<file path="config.mk">
export PLATFORM = sky130hd
export DESIGN_NAME = circular_fifo_with_replace_core
export DESIGN_NICKNAME = d
export VERILOG_FILES = /design/src/fcr_pkg.sv /design/src/fcr_ram.sv /design/src/circular_fifo_with_replace_core.sv
export SDC_FILE = /design/constraint.sdc
export NUM_CORES = 1
export LEC_CHECK = 0
export BUFFER_PORTS_ARGS = -buffer_cell sky130_fd_sc_hd__buf_2
export CORE_ASPECT_RATIO = 2
export CORE_MARGIN = 1
export CORE_UTILIZATION = 50
export CTS_BUF_LIST = sky130_fd_sc_hd__clkbuf_8
export DETAILED_ROUTE_END_ITERATION = 8
export PLACE_DENSITY = 0.72
export REMOVE_ABC_BUFFERS = 1
export SLEW_MARGIN = 20
export SYNTH_ARGS = -nofsm -noshare
export SYNTH_HDL_FRONTEND = slang
export SYNTH_HIERARCHICAL = 1
export SYNTH_SLANG_ARGS = --single-unit
</file>
<file path="constraint.sdc">
create_clock -name i_clk -period 6.4 [get_ports i_clk]
set_input_delay 0.32 -clock i_clk [delete_from_list [all_inputs] [get_ports i_clk]]
set_output_delay 0.32 -clock i_clk [all_outputs]
set_load 0.01 [all_outputs]
</file>
<file path="src/fcr_pkg.sv">
// Shared types and codes for the circular FIFO with replace-all.
// No dependencies; imported by the core and its storage.
`timescale 1ns / 1ps
`default_nettype none

package fcr_pkg;

    localparam int unsigned WORD_W = 32;

    typedef logic signed [WORD_W-1:0] t_word;

    // Command codes
    localparam logic [1:0] CMD_PUSH    = 2'd0;
    localparam logic [1:0] CMD_POP     = 2'd1;
    localparam logic [1:0] CMD_REPLACE = 2'd2;
    localparam logic [1:0] CMD_STATUS  = 2'd3;

    // Status codes
    localparam logic [1:0] STATUS_DONE      = 2'd0;
    localparam logic [1:0] STATUS_REF_FULL  = 2'd1;
    localparam logic [1:0] STATUS_REF_EMPTY = 2'd2;

    typedef enum logic [5:0] {
        S_IDLE     = 6'b000001,
        S_WALK_RD  = 6'b000010,
        S_WALK_CMP = 6'b000100,
        S_RD_HEAD  = 6'b001000,
        S_RD_TAIL  = 6'b010000,
        S_LOAD     = 6'b100000
    } t_state;

endpackage

`default_nettype wire

</file>
<file path="src/fcr_ram.sv">
// Slot store of the FIFO: one write port and one registered read port.
// Depends on fcr_pkg for the word type.
`timescale 1ns / 1ps
`default_nettype none

module fcr_ram #(
    parameter int unsigned DEPTH = 16,
    parameter int unsigned AW    = 4
) (
    input  wire logic           i_clk,
    input  wire logic           i_we,
    input  wire logic [AW-1:0]  i_waddr,
    input  wire fcr_pkg::t_word i_wdata,
    input  wire logic [AW-1:0]  i_raddr,
    output fcr_pkg::t_word      o_rdata
);
    import fcr_pkg::*;

    t_word r_mem [DEPTH];
    t_word r_rdata;

    always_ff @(posedge i_clk) begin
        if (i_we) begin
            r_mem[i_waddr] <= i_wdata;
        end
        r_rdata <= r_mem[i_raddr];
    end

    assign o_rdata = r_rdata;

endmodule

`default_nettype wire

</file>
<file path="src/circular_fifo_with_replace_core.sv">
// Top level of the circular FIFO with replace-all: sequencer, pointers and
// output register. Depends on fcr_pkg and fcr_ram.
//
//  channel | valid   | ready   | payload
//  --------+---------+---------+--------------------------------------------------
//  input   | i_valid | o_ready | i_cmd, i_value, i_new_value
//  output  | o_valid | i_ready | o_head_word, o_tail_word, o_is_empty, o_is_full,
//          |         |         | o_status
//
// After acceptance a transaction reads the head slot, then the tail slot, and
// then loads the result once the output register is free; the tail read is
// skipped when the queue is empty afterwards. Everything goes through the single
// read port. For each occupied entry replace-all adds one read, then one shared
// compare with a conditional write back. Reset clears the pointers and control
// state only; the slot store is not cleared. A stalled result sits in the output
// register; o_ready stays low while an item is in progress.
`timescale 1ns / 1ps
`default_nettype none

module circular_fifo_with_replace_core #(
    parameter int unsigned DEPTH = 16
) (
    input  wire logic           i_clk,
    input  wire logic           i_rst_n,
    input  wire logic           i_valid,
    output      logic           o_ready,
    input  wire logic [1:0]     i_cmd,
    input  wire fcr_pkg::t_word i_value,
    input  wire fcr_pkg::t_word i_new_value,
    output      logic           o_valid,
    input  wire logic           i_ready,
    output fcr_pkg::t_word      o_head_word,
    output fcr_pkg::t_word      o_tail_word,
    output      logic           o_is_empty,
    output      logic           o_is_full,
    output      logic [1:0]     o_status
);
    import fcr_pkg::*;

    localparam int unsigned AW = $clog2(DEPTH);
    localparam logic [AW-1:0] LAST_SLOT = AW'(DEPTH - 1);

    function automatic logic [AW-1:0] f_next(input logic [AW-1:0] p);
        f_next = (p == LAST_SLOT) ? '0 : p + 1'b1;
    endfunction

    t_state        r_state, n_state;
    logic [AW-1:0] r_head, n_head;
    logic [AW-1:0] r_tail, n_tail;
    logic [AW-1:0] r_ptr, n_ptr;
    t_word         r_val, n_val;
    t_word         r_nval, n_nval;
    logic [1:0]    r_status, n_status;
    t_word         r_head_word, n_head_word;

    logic          r_o_valid, n_o_valid;
    t_word         r_o_head, n_o_head;
    t_word         r_o_tail, n_o_tail;
    logic          r_o_empty, n_o_empty;
    logic          r_o_full, n_o_full;
    logic [1:0]    r_o_status, n_o_status;

    logic          we;
    logic [AW-1:0] waddr;
    t_word         wdata;
    logic [AW-1:0] raddr;
    t_word         rdata;

    logic          is_empty;
    logic          is_full;
    logic [AW-1:0] last_idx;
    logic          hit;

    assign is_empty = (r_head == r_tail);
    assign is_full  = (f_next(r_tail) == r_head);
    assign last_idx = (r_tail == '0) ? LAST_SLOT : r_tail - 1'b1;
    // The one comparator, shared by every step of the replace walk.
    assign hit      = (rdata == r_val);

    assign o_ready = (r_state == S_IDLE);

    fcr_ram #(
        .DEPTH (DEPTH),
        .AW    (AW)
    ) u_ram (
        .i_clk   (i_clk),
        .i_we    (we),
        .i_waddr (waddr),
        .i_wdata (wdata),
        .i_raddr (raddr),
        .o_rdata (rdata)
    );

    always_comb begin
        n_state     = r_state;
        n_head      = r_head;
        n_tail      = r_tail;
        n_ptr       = r_ptr;
        n_val       = r_val;
        n_nval      = r_nval;
        n_status    = r_status;
        n_head_word = r_head_word;
        n_o_valid   = r_o_valid && !i_ready;
        n_o_head    = r_o_head;
        n_o_tail    = r_o_tail;
        n_o_empty   = r_o_empty;
        n_o_full    = r_o_full;
        n_o_status  = r_o_status;
        we          = 1'b0;
        waddr       = r_tail;
        wdata       = i_value;
        // Holding the read address on the newest slot keeps its word on
        // the read port while the result waits to be loaded.
        raddr       = last_idx;

        case (r_state)
            S_IDLE: begin
                if (i_valid) begin
                    n_val    = i_value;
                    n_nval   = i_new_value;
                    n_status = STATUS_DONE;
                    n_state  = S_RD_HEAD;
                    case (i_cmd)
                        CMD_PUSH: begin
                            if (is_full) begin
                                n_status = STATUS_REF_FULL;
                            end else begin
                                we     = 1'b1;
                                n_tail = f_next(r_tail);
                            end
                        end
                        CMD_POP: begin
                            if (is_empty) begin
                                n_status = STATUS_REF_EMPTY;
                            end else begin
                                n_head = f_next(r_head);
                            end
                        end
                        CMD_REPLACE: begin
                            n_ptr = r_head;
                            if (!is_empty) begin
                                n_state = S_WALK_RD;
                            end
                        end
                        CMD_STATUS: begin
                            n_status = STATUS_DONE;
                        end
                        default: begin
                            n_status = STATUS_DONE;
                        end
                    endcase
                end
            end
            S_WALK_RD: begin
                raddr   = r_ptr;
                n_state = S_WALK_CMP;
            end
            S_WALK_CMP: begin
                if (hit) begin
                    we    = 1'b1;
                    waddr = r_ptr;
                    wdata = r_nval;
                end
                n_ptr = f_next(r_ptr);
                if (f_next(r_ptr) == r_tail) begin
                    n_state = S_RD_HEAD;
                end else begin
                    n_state = S_WALK_RD;
                end
            end
            S_RD_HEAD: begin
                raddr = r_head;
                if (is_empty) begin
                    n_head_word = '0;
                    n_state     = S_LOAD;
                end else begin
                    n_state = S_RD_TAIL;
                end
            end
            S_RD_TAIL: begin
                n_head_word = rdata;
                n_state     = S_LOAD;
            end
            S_LOAD: begin
                if (!r_o_valid || i_ready) begin
                    n_o_valid  = 1'b1;
                    n_o_head   = r_head_word;
                    n_o_tail   = is_empty ? '0 : rdata;
                    n_o_empty  = is_empty;
                    n_o_full   = is_full;
                    n_o_status = r_status;
                    n_state    = S_IDLE;
                end
            end
            default: begin
                n_state = S_IDLE;
            end
        endcase
    end

    always_ff @(posedge i_clk) begin
        if (!i_rst_n) begin
            r_state   <= S_IDLE;
            r_head    <= '0;
            r_tail    <= '0;
            r_o_valid <= 1'b0;
        end else begin
            r_state   <= n_state;
            r_head    <= n_head;
            r_tail    <= n_tail;
            r_o_valid <= n_o_valid;
        end
    end

    always_ff @(posedge i_clk) begin
        r_ptr       <= n_ptr;
        r_val       <= n_val;
        r_nval      <= n_nval;
        r_status    <= n_status;
        r_head_word <= n_head_word;
        r_o_head    <= n_o_head;
        r_o_tail    <= n_o_tail;
        r_o_empty   <= n_o_empty;
        r_o_full    <= n_o_full;
        r_o_status  <= n_o_status;
    end

    assign o_valid     = r_o_valid;
    assign o_head_word = r_o_head;
    assign o_tail_word = r_o_tail;
    assign o_is_empty  = r_o_empty;
    assign o_is_full   = r_o_full;
    assign o_status    = r_o_status;

endmodule

`default_nettype wire

</file>
==> results of run 1 <==
==> sequential cells by signal, summed over array words and instances (netlist names) <==
signal	flops
u_ram/r_mem	512
r_state	6
o_valid	1
o_is_empty	1
o_head_word	32
o_is_full	1
o_tail_word	32
r_nval	32
r_val	32
r_head	4
r_ptr	4
r_tail	4
r_head_word	32
u_ram/o_rdata	32
o_status	2
r_status	2
==> synthesized netlist by cell type (6+ instances only) <==
library cell  number  area share (%)
a22oi_1           65             1.8
and2_1            70             1.6
buf_1             10            0.14
buf_2             10            0.18
buf_4              9            0.25
clkbuf_1          27            0.37
dfxtp_1           47             3.4
edfxtp_1         682              74
inv_1              8            0.11
mux2_1            27             1.1
mux2_2            11            0.45
mux2i_1            6            0.22
mux4_2           128              10
nand2_1           48            0.65
nand2b_1           7            0.16
nand4_1            9            0.20
nor2_1            19            0.26
nor3_1            10            0.18
o21ai_0            8            0.15
xnor2_1           42             1.3
==> routing by layer <==
metal	GRT usage [%]	vias to the layer above	part of all wire [%]
li1	-	5960	-
met1	26.2	7183	36
met2	41.5	586	54
met3	3.96	140	5.7
met4	11.7	0	4.7
met5	0	-	0
==> worst max-delay path, cell delays in order (launching register included) <==
cell and delay, ns:
edfxtp_1 0.39, xnor2_1 0.18, nand4_1 0.29, nor4_2 0.55
nand3_4 0.70, mux2_2 0.57, nand3b_1 0.41, nor2_4 0.91
buf_4 0.33
==> kinds of logic (layout without fill, tap and decap cells) <==
family | Yosys count | after routing | share of synthesized area (%)
AOI/OAI and AO/OA | 103 | 103 | 2.90
xor gates and xnor gates | 44 | 44 | 1.40
DFF | 729 | 729 | 77.8
muxes | 172 | 172 | 12.2
adders and majority gates | 5 | 5 | 0.227
buffers and inverters | 72 | 434 | 1.30
other | 0 | 1 | 0
and+or+nand+nor | 202 | 202 | 4.18
==> how the worst max path moves through the flow <==
stage / to / slack [ns]
6_report: u_ram/r_mem[5][24] / 1.74
5_1_grt: u_ram/r_mem[5][24] / 1.57
4_1_cts: u_ram/r_mem[5][24] / 1.66
3_5_place_dp: u_ram/r_mem[5][8] / 1.68
3_3_place_gp: u_ram/r_mem[4][22] / 1.71
2_1_floorplan: u_ram/o_rdata[0] / -5.07
==> layout make-up <==
class	instances	area [um2]
clock inverters	78	517
well taps	676	846
diodes	1	2.50
clock buffers	103	1420
flip-flops and latches	729	21400
fillers	3853	22400
repair buffers	244	1750
inverters	9	37.5
multi-input cells	526	5930
==> metrics by stage <==
| stage | util (%) | TNS [ns] | hold slack (ns) | cell area [um2] | setup slack (ns) |
|---|---|---|---|---|---|
| 2_1_floorplan | - | -162.21 | 0.400 | 27200 | -5.07 |
| 3_3_place_gp | 53.7 | 0 | 0.403 | 29200 | 1.71 |
| 3_5_place_dp | 53.9 | 0 | 0.405 | 29300 | 1.68 |
| 4_1_cts | 58.7 | 0 | 0.00369 | 31900 | 1.66 |
| 5_1_grt | 58.7 | 0 | 0.0432 | 31900 | 1.57 |
| 6_report | 58.7 | 0 | 0.0447 | 31900 | 1.74 |
==> power breakdown <==
group          switching [mW]  leakage, nW  total [mW]  internal [mW]
combinational           0.804         3.20        1.41          0.606
clock                    1.71         1.12        3.46           1.75
sequential              0.157         6.62        5.67           5.51
total                    2.67         10.9        10.5           7.87
==> timing repair <==
action	in CTS	in global routing
setup endpoints to repair	0	0
endpoints found under the hold margin	74	0
buffers inserted	0	0
hold buffers	70	0
==> impl_metrics.json, run 1 <==
{
  "result_of_the_run": "complete, no violations",
  "clock.fmax_ghz": 0.215,
  "max-vdd-ir-drop_v": 0.000197,
  "antenna_left": 0,
  "die_height_um": 334,
  "dpl.hpwl_um": 38300,
  "route.detailed.vias_per_inst": 5.86,
  "final.min_clock_period_ns": 4.66,
  "synth_enable_flop_cells": 682,
  "hold_start": "i_valid",
  "stdcell_count": 2366,
  "cts_tree": "yes",
  "skew_ns": 0.0417,
  "holdPathEnd": "r_state[0]",
  "dr_total_vias": 13900,
  "synth.yosys.seq_area_share_pct": 77.8,
  "syn-cell-area_mm2": 0.0275,
  "period_share_pct": 72.8,
  "area.growth.synth_to_final_pct": 15.9,
  "hold_violations": 0,
  "end_kind": "flip-flop",
  "quantity_of_i_o_buffers_inserted_on_ports": 139,
  "reg2regPathDepth": 8,
  "largest_net_degree_at_the_start_of_global_routing": 69,
  "design.final.nets": 1682,
  "post-layout-total-power_mw": 10.5,
  "width_of_the_die_um": 168,
  "layout.cells.most_common_list": "edfxtp_1 (682), buf_2 (139), mux4_2 (128), clkbuf_8 (103), dlygate4sd3_1 (70)",
  "netlist_instances": 1327,
  "final_count_of_pins_violating_max_slew": 0,
  "grt_first_pass_wirelength_um": 92600,
  "htree_levels": 3,
  "max_buffers_root_to_sink": 3,
  "antenna_violations_before_repair": 1,
  "drive_gt1_share_pct": 28.4,
  "syn-mean-instance-area_um2": 20.8,
  "first_global_vias": 14800,
  "gp_routability_congestion": 0.784,
  "unrepaired_setup_endpoints_after_global_routing": "no",
  "drc_violation_count_after_routing": 0,
  "tightestPinTransition_ns": 1.02,
  "initial_core_util_pct": 50.7,
  "top_level_ports": 140,
  "ctsResizeCount": 0,
  "synth_async_sr_flop_share_pct": 0,
  "maxCapViolations": 0,
  "timing.max_slew.rel_slack_pct": 31.8,
  "path_class": "flip-flop to flip-flop",
  "cts.clk_slew.worst_paths_ns": 0.07,
  "global_route.usage.total_pct": 23.1,
  "final-setup-viol-count": 0,
  "totalWireLength_um": 62800,
  "core_region_area_mm2": 0.0544,
  "worst-endpoint-required_ns": 6.79,
  "drt_iter0_drc": 1194,
  "holdPathStages": 3,
  "total_leakage_power_nw": 10.9,
  "number_of_synthesis_warnings": 6,
  "wire_per_inst_um": 26.5,
  "worst-endpoint-arrival_ns": 5.05,
  "fp.dieArea_mm2": 0.0561,
  "hp-class": "input pin to flip-flop",
  "critical_path.reg2reg.startpoint": "r_val[14]",
  "startpoint": "r_val[14]",
  "worst_setup_path_start_kind": "flip-flop",
  "number_of_optimization_iterations_in_the_first_detailed_route_pass": 5,
  "numPlacedInstances": 2114,
  "r2r_end": "u_ram/r_mem[5][24]",
  "mostFrequentLayoutCell": "edfxtp_1",
  "cts_buffer_count": 97,
  "post_synth_num_cell_types": 63,
  "timing.critical_path.fanout_max": 36,
  "synth.ff_latch_count": 729,
  "worstSkewPairLatency_ns": 0.71,
  "powerDensity_mw_per_mm2": 330,
  "ys.flop_type": "edfxtp_1",
  "rrSetupSlack_ns": 1.74,
  "row_count": 121,
  "overflow": 0,
  "numClockSinks": 729,
  "cts_root_buf": "clkbuf_8"
}
(Power assumes the default switching activity.)
==> run 2: changes to the inputs <==
- clock period: 6.4 -> 4.54 ns (I/O delays scaled with it)
==> impl_metrics.json, run 2 (same netlist as run 1, synthesis figures left out) <==
{
  "result_of_the_run": "complete, no violations",
  "critical_path.reg2reg.startpoint": "r_val[19]",
  "share_comb_of_total_power_pct": 13.8,
  "placed_area_mm2": 0.0294,
  "grt_first_pass_wirelength_um": 93300,
  "wire_per_inst_um": 26.4,
  "numClockSinks": 729,
  "global_route.usage.total_pct": 23.2,
  "switchingPower_mw": 3.84,
  "design.final.nets": 1692,
  "ctsResizeCount": 0,
  "quantity_of_i_o_buffers_inserted_on_ports": 139,
  "total_leakage_power_nw": 11.0,
  "end_kind": "flip-flop",
  "path_class": "flip-flop to flip-flop",
  "totalWireLength_um": 62700,
  "width_of_the_die_um": 168,
  "timing.max_slew.rel_slack_pct": 32.9,
  "route.top_layer_used": "met4",
  "stdcell_count": 2375,
  "cts_buffer_count": 97,
  "postLayoutCellArea_mm2": 0.0321,
  "maxCapViolations": 0,
  "holdPathEnd": "r_nval[7]",
  "final-setup-viol-count": 0,
  "worst_setup_path_start_kind": "flip-flop",
  "antenna_left": 0,
  "sequentialPowerShare_pct": 53.4,
  "r2r_end": "u_ram/r_mem[3][7]",
  "tightestPinTransition_ns": 1.01,
  "hold_start": "i_new_value[7]",
  "mostFrequentLayoutCell": "edfxtp_1",
  "p_clk_share_pct": 32.8,
  "detailedPlace.worstSlack_ns": 0.441,
  "rrSetupSlack_ns": 0.46,
  "max_buffers_root_to_sink": 3,
  "internal_power_mw": 11.2,
  "cts_root_buf": "clkbuf_8",
  "power_switching_share_pct": 25.6,
  "htree_levels": 3,
  "hp-class": "input pin to flip-flop",
  "core_region_area_mm2": 0.0544,
  "number_of_optimization_iterations_in_the_first_detailed_route_pass": 5,
  "hold_violations": 0,
  "holdPathStages": 2,
  "cts.clk_slew.worst_paths_ns": 0.07,
  "path_cells": "xnor2_1 > nand4_1 > nor4_2 > nand3_4 > mux2_2 > or3b_2 > nor2_4 > buf_12",
  "final_util_pct": 59.0,
  "powerDensity_mw_per_mm2": 467,
  "initial_core_util_pct": 50.7,
  "drc_violation_count_after_routing": 0,
  "dpl.hpwl_um": 39300,
  "numPlacedInstances": 2122,
  "top_level_ports": 140,
  "final.min_clock_period_ns": 4.08,
  "die_height_um": 334,
  "layout.cells.most_common_list": "edfxtp_1 (682), buf_2 (139), mux4_2 (128), clkbuf_8 (113), dlygate4sd3_1 (72)",
  "route.detailed.vias_per_inst": 5.84,
  "worst-endpoint-required_ns": 4.92,
  "gp_routability_congestion": 0.839,
  "timing.setup.tns_ns": 0,
  "dr_total_vias": 13900,
  "wl_met2_um": 34400,
  "drt-met1-wl_um": 22300,
  "setup_slack_ns": 0.461,
  "first_global_vias": 14700,
  "antenna_violations_before_repair": 1,
  "final_count_of_pins_violating_max_slew": 0,
  "row_count": 121,
  "cp_slowest_stage_delay_ns": 0.60,
  "worst-endpoint-arrival_ns": 4.46,
  "total_setup_buffers_inserted_after_cts": 0,
  "skew_ns": 0.0553,
  "timing.critical_path.max_delay_family": "simple AND/OR/NAND/NOR gates",
  "overflow": 0,
  "max-vdd-ir-drop_v": 0.000235,
  "number_of_flip_flops_in_the_largest_register": 512,
  "dr_wl_met3_um": 3830,
  "fp.dieArea_mm2": 0.0561,
  "largest_net_degree_at_the_start_of_global_routing": 89,
  "worstSkewPairLatency_ns": 0.71,
  "clock.fmax_ghz": 0.245,
  "area.growth.synth_to_final_pct": 16.5,
  "drive_gt1_share_pct": 29.3,
  "critPathBufInv": 1,
  "reg2regPathDepth": 8,
  "drt_iter0_drc": 1297,
  "unrepaired_setup_endpoints_after_global_routing": "no",
  "worst_path_max_delay_cell": "or3b_2",
  "max_flop_register": "u_ram/r_mem",
  "timing.critical_path.fanout_max": 21,
  "cts_tree": "yes",
  "period_share_pct": 89.9
}
==> run 2: area by class of cell <==
| type | instances | area [um2] |
|---|---|---|
| Clock buffer | 113 | 1560 |
| Tap cell | 676 | 846 |
| Clock inverter | 67 | 423 |
| Antenna cell | 1 | 2.50 |
| Sequential cell | 729 | 21400 |
| Fill cell | 3932 | 22300 |
| Multi-Input combinational cell | 526 | 5920 |
| Inverter | 9 | 37.5 |
| Timing Repair Buffer | 254 | 1880 |
==> run 2: power groups by stage <==
stage | sequential, mW | combinational, mW | clock [mW]
floorplan | 8.07 | 1.74 | 0
global placement | 8.14 | 2.02 | 0
detailed placement | 8.16 | 2.05 | 0
CTS | 8.01 | 2.10 | 5.02
global route | 8.05 | 2.20 | 5.29
finish | 8.01 | 2.06 | 4.92
==> run 2: per-layer routing <==
metal	GRT usage (%)	vias to the layer above
li1	-	5976
met5	0	-
met2	42.0	578
met4	9.51	0
met3	4.22	110
met1	26.8	7208
==> run 2: metrics by stage <==
step / hold WS (ns) / total power, mW
floorplan: 0.326 / 9.80
global placement: 0.401 / 10.2
detailed placement: 0.405 / 10.2
CTS: 0.194 / 15.1
global route: 0.221 / 15.5
finish: 0.232 / 15.0
==> run 2: worst max path at each step <==
stage	slack (ns)	cells past startpoint	to	startpoint
final	0.46	8	u_ram/r_mem[3][7]	r_val[19]
after global routing	0.33	8	u_ram/r_mem[6][2]	r_val[19]
after CTS	0.38	8	u_ram/r_mem[3][2]	r_val[19]
after detailed placement	0.44	8	u_ram/r_mem[3][23]	r_val[19]
after global placement	0.59	8	u_ram/r_mem[2][7]	r_val[19]
after floorplan	-6.93	7	u_ram/o_rdata[0]	r_state[5]
==> run 2: worst reg2reg max path: cells and delay by family (launching register included) <==
family | cells | cell delay [ns]
simple gates | 5 | 2.23
mux | 1 | 0.43
xor+xnor | 1 | 0.42
flops | 1 | 0.39
buf+inv | 1 | 0.26
==> run 2: what timing repair did <==
action                     CTS  global route
hold buffers                72             0
hold endpoints to repair    77             0
setup endpoints to repair    0             0
==> run 3: changes to the inputs <==
- MAX_ROUTING_LAYER: not set -> met4
==> impl_metrics.json, run 3 (same netlist as run 1, synthesis figures left out) <==
{
  "cts_root_buf": "clkbuf_8",
  "global_route.usage.total_pct": 23.9,
  "antenna_violations_before_repair": 1,
  "skew_ns": 0.0522,
  "timing.max_slew.rel_slack_pct": 33.3,
  "die_height_um": 334,
  "holdWs_ns": 0.234,
  "globalRouteMet2Util_pct": 42.1,
  "final_count_of_pins_violating_max_slew": 0,
  "worstSkewPairLatency_ns": 0.71,
  "max_flop_register": "u_ram/r_mem",
  "path_class": "flip-flop to flip-flop",
  "totalWireLength_um": 62800,
  "path_cells": "xnor2_1 > nand4_1 > nor4_2 > nand3_4 > mux2_2 > or3b_2 > nor2_4 > buf_12",
  "initial_core_util_pct": 50.7,
  "share_comb_of_total_power_pct": 13.8,
  "switchingPower_mw": 3.85,
  "area.growth.synth_to_final_pct": 16.5,
  "numClockSinks": 729,
  "critPathBufInv": 1,
  "layout.cells.most_common_list": "edfxtp_1 (682), buf_2 (139), mux4_2 (128), clkbuf_8 (113), dlygate4sd3_1 (72)",
  "total_leakage_power_nw": 11.0,
  "design.final.nets": 1692,
  "hp-class": "input pin to flip-flop",
  "grt_busiest_layer": "met2",
  "antenna_left": 0,
  "internal_power_mw": 11.2,
  "number_of_optimization_iterations_in_the_first_detailed_route_pass": 5,
  "number_of_fill_cells": 3932,
  "total_setup_buffers_inserted_after_cts": 0,
  "hold_violations": 0,
  "max-vdd-ir-drop_v": 0.000234,
  "detailedPlace.worstSlack_ns": 0.441,
  "top_level_ports": 140,
  "powerDensity_mw_per_mm2": 468,
  "mostFrequentLayoutCell": "edfxtp_1",
  "dpl.hpwl_um": 39300,
  "cp_slowest_stage_delay_ns": 0.60,
  "max_buffers_root_to_sink": 3,
  "quantity_of_i_o_buffers_inserted_on_ports": 139,
  "core_region_area_mm2": 0.0544,
  "htree_levels": 3,
  "row_count": 121,
  "setup_slack_ns": 0.471,
  "timing.critical_path.fanout_max": 21,
  "sequentialPowerShare_pct": 53.4,
  "wire_per_inst_um": 26.4,
  "period_share_pct": 89.6,
  "power_switching_share_pct": 25.6,
  "gp_routability_congestion": 0.855,
  "worst-endpoint-required_ns": 4.92,
  "drt_iter0_drc": 1344,
  "grt_first_pass_wirelength_um": 93300,
  "drive_gt1_share_pct": 29.3,
  "first_global_vias": 14700,
  "overflow": 0,
  "timing.critical_path.max_delay_family": "simple AND/OR/NAND/NOR gates",
  "worst-endpoint-arrival_ns": 4.45,
  "post-layout-total-power_mw": 15.0,
  "largest_net_degree_at_the_start_of_global_routing": 89,
  "end_kind": "flip-flop",
  "number_of_flip_flops_in_the_largest_register": 512,
  "final-setup-viol-count": 0,
  "fp.dieArea_mm2": 0.0561,
  "route.detailed.vias_per_inst": 5.85,
  "width_of_the_die_um": 168,
  "worst_path_max_delay_cell": "or3b_2",
  "worst_setup_path_start_kind": "flip-flop",
  "cts.clk_slew.worst_paths_ns": 0.07,
  "tightestPinTransition_ns": 1.00,
  "result_of_the_run": "complete, no violations",
  "unrepaired_setup_endpoints_after_global_routing": "no",
  "gr-usage-met3_pct": 3.98,
  "dr_total_vias": 13900,
  "globalRouteMet1Util_pct": 27.0,
  "cts_buffer_count": 97,
  "drc_violation_count_after_routing": 0,
  "p_clk_share_pct": 32.8,
  "final.min_clock_period_ns": 4.07,
  "timing.setup.tns_ns": 0,
  "maxCapViolations": 0,
  "clock.fmax_ghz": 0.246,
  "cts_tree": "yes"
}
[run 3: metal layers]
metal	vias up	wire length, um
met1	7210	22600
met3	110	3740
met4	0	2090
li1	5975	-
met5	-	0
met2	587	34400
[run 3: worst paths after layout]
path / from / endpoint / slack, ns / cells past startpoint
worst max-delay path: r_val[19] / u_ram/r_mem[3][7] / 0.47 / 8
worst min-delay path: i_new_value[7] / r_nval[7] / 0.23 / 2
worst max register to register: r_val[19] / u_ram/r_mem[3][7] / 0.47 / 8
worst min register to register: r_head_word[31] / o_head_word[31] / 0.42 / 0
[run 3: power groups by stage]
stage | logic, mW | registers, mW | clock network, mW
floorplan | 1.74 | 8.07 | 0
global placement | 2.02 | 8.14 | 0
detailed placement | 2.05 | 8.16 | 0
CTS | 2.10 | 8.01 | 5.02
global route | 2.20 | 8.05 | 5.29
finish | 2.07 | 8.01 | 4.93
[run 3: layout make-up]
class	count	area [um2]	share of cell area [%]
Clock buffer	113	1560	4.85
Tap cell	676	846	2.64
Antenna cell	1	2.50	0.00780
Clock inverter	67	423	1.32
Timing Repair Buffer	254	1880	5.85
Sequential cell	729	21400	66.8
Inverter	9	37.5	0.117
Multi-Input combinational cell	526	5920	18.5
[run 3: through the flow]
| stage | cells | util (%) | instance area, um2 |
|---|---|---|---|
| finish | 2375 | 59.0 | 32100 |
| global route | 2375 | 59.0 | 32100 |
| CTS | 2374 | 59.0 | 32100 |
| detailed placement | 2122 | 54.1 | 29400 |
| global placement | 2122 | 54.1 | 29400 |
| floorplan | 1264 | - | 27200 |
[run 3: repair_timing]
action	in CTS	in global routing
endpoints found under the setup margin	0	0
resized for setup	0	0
hold endpoints to repair	77	0
hold buffers	72	0
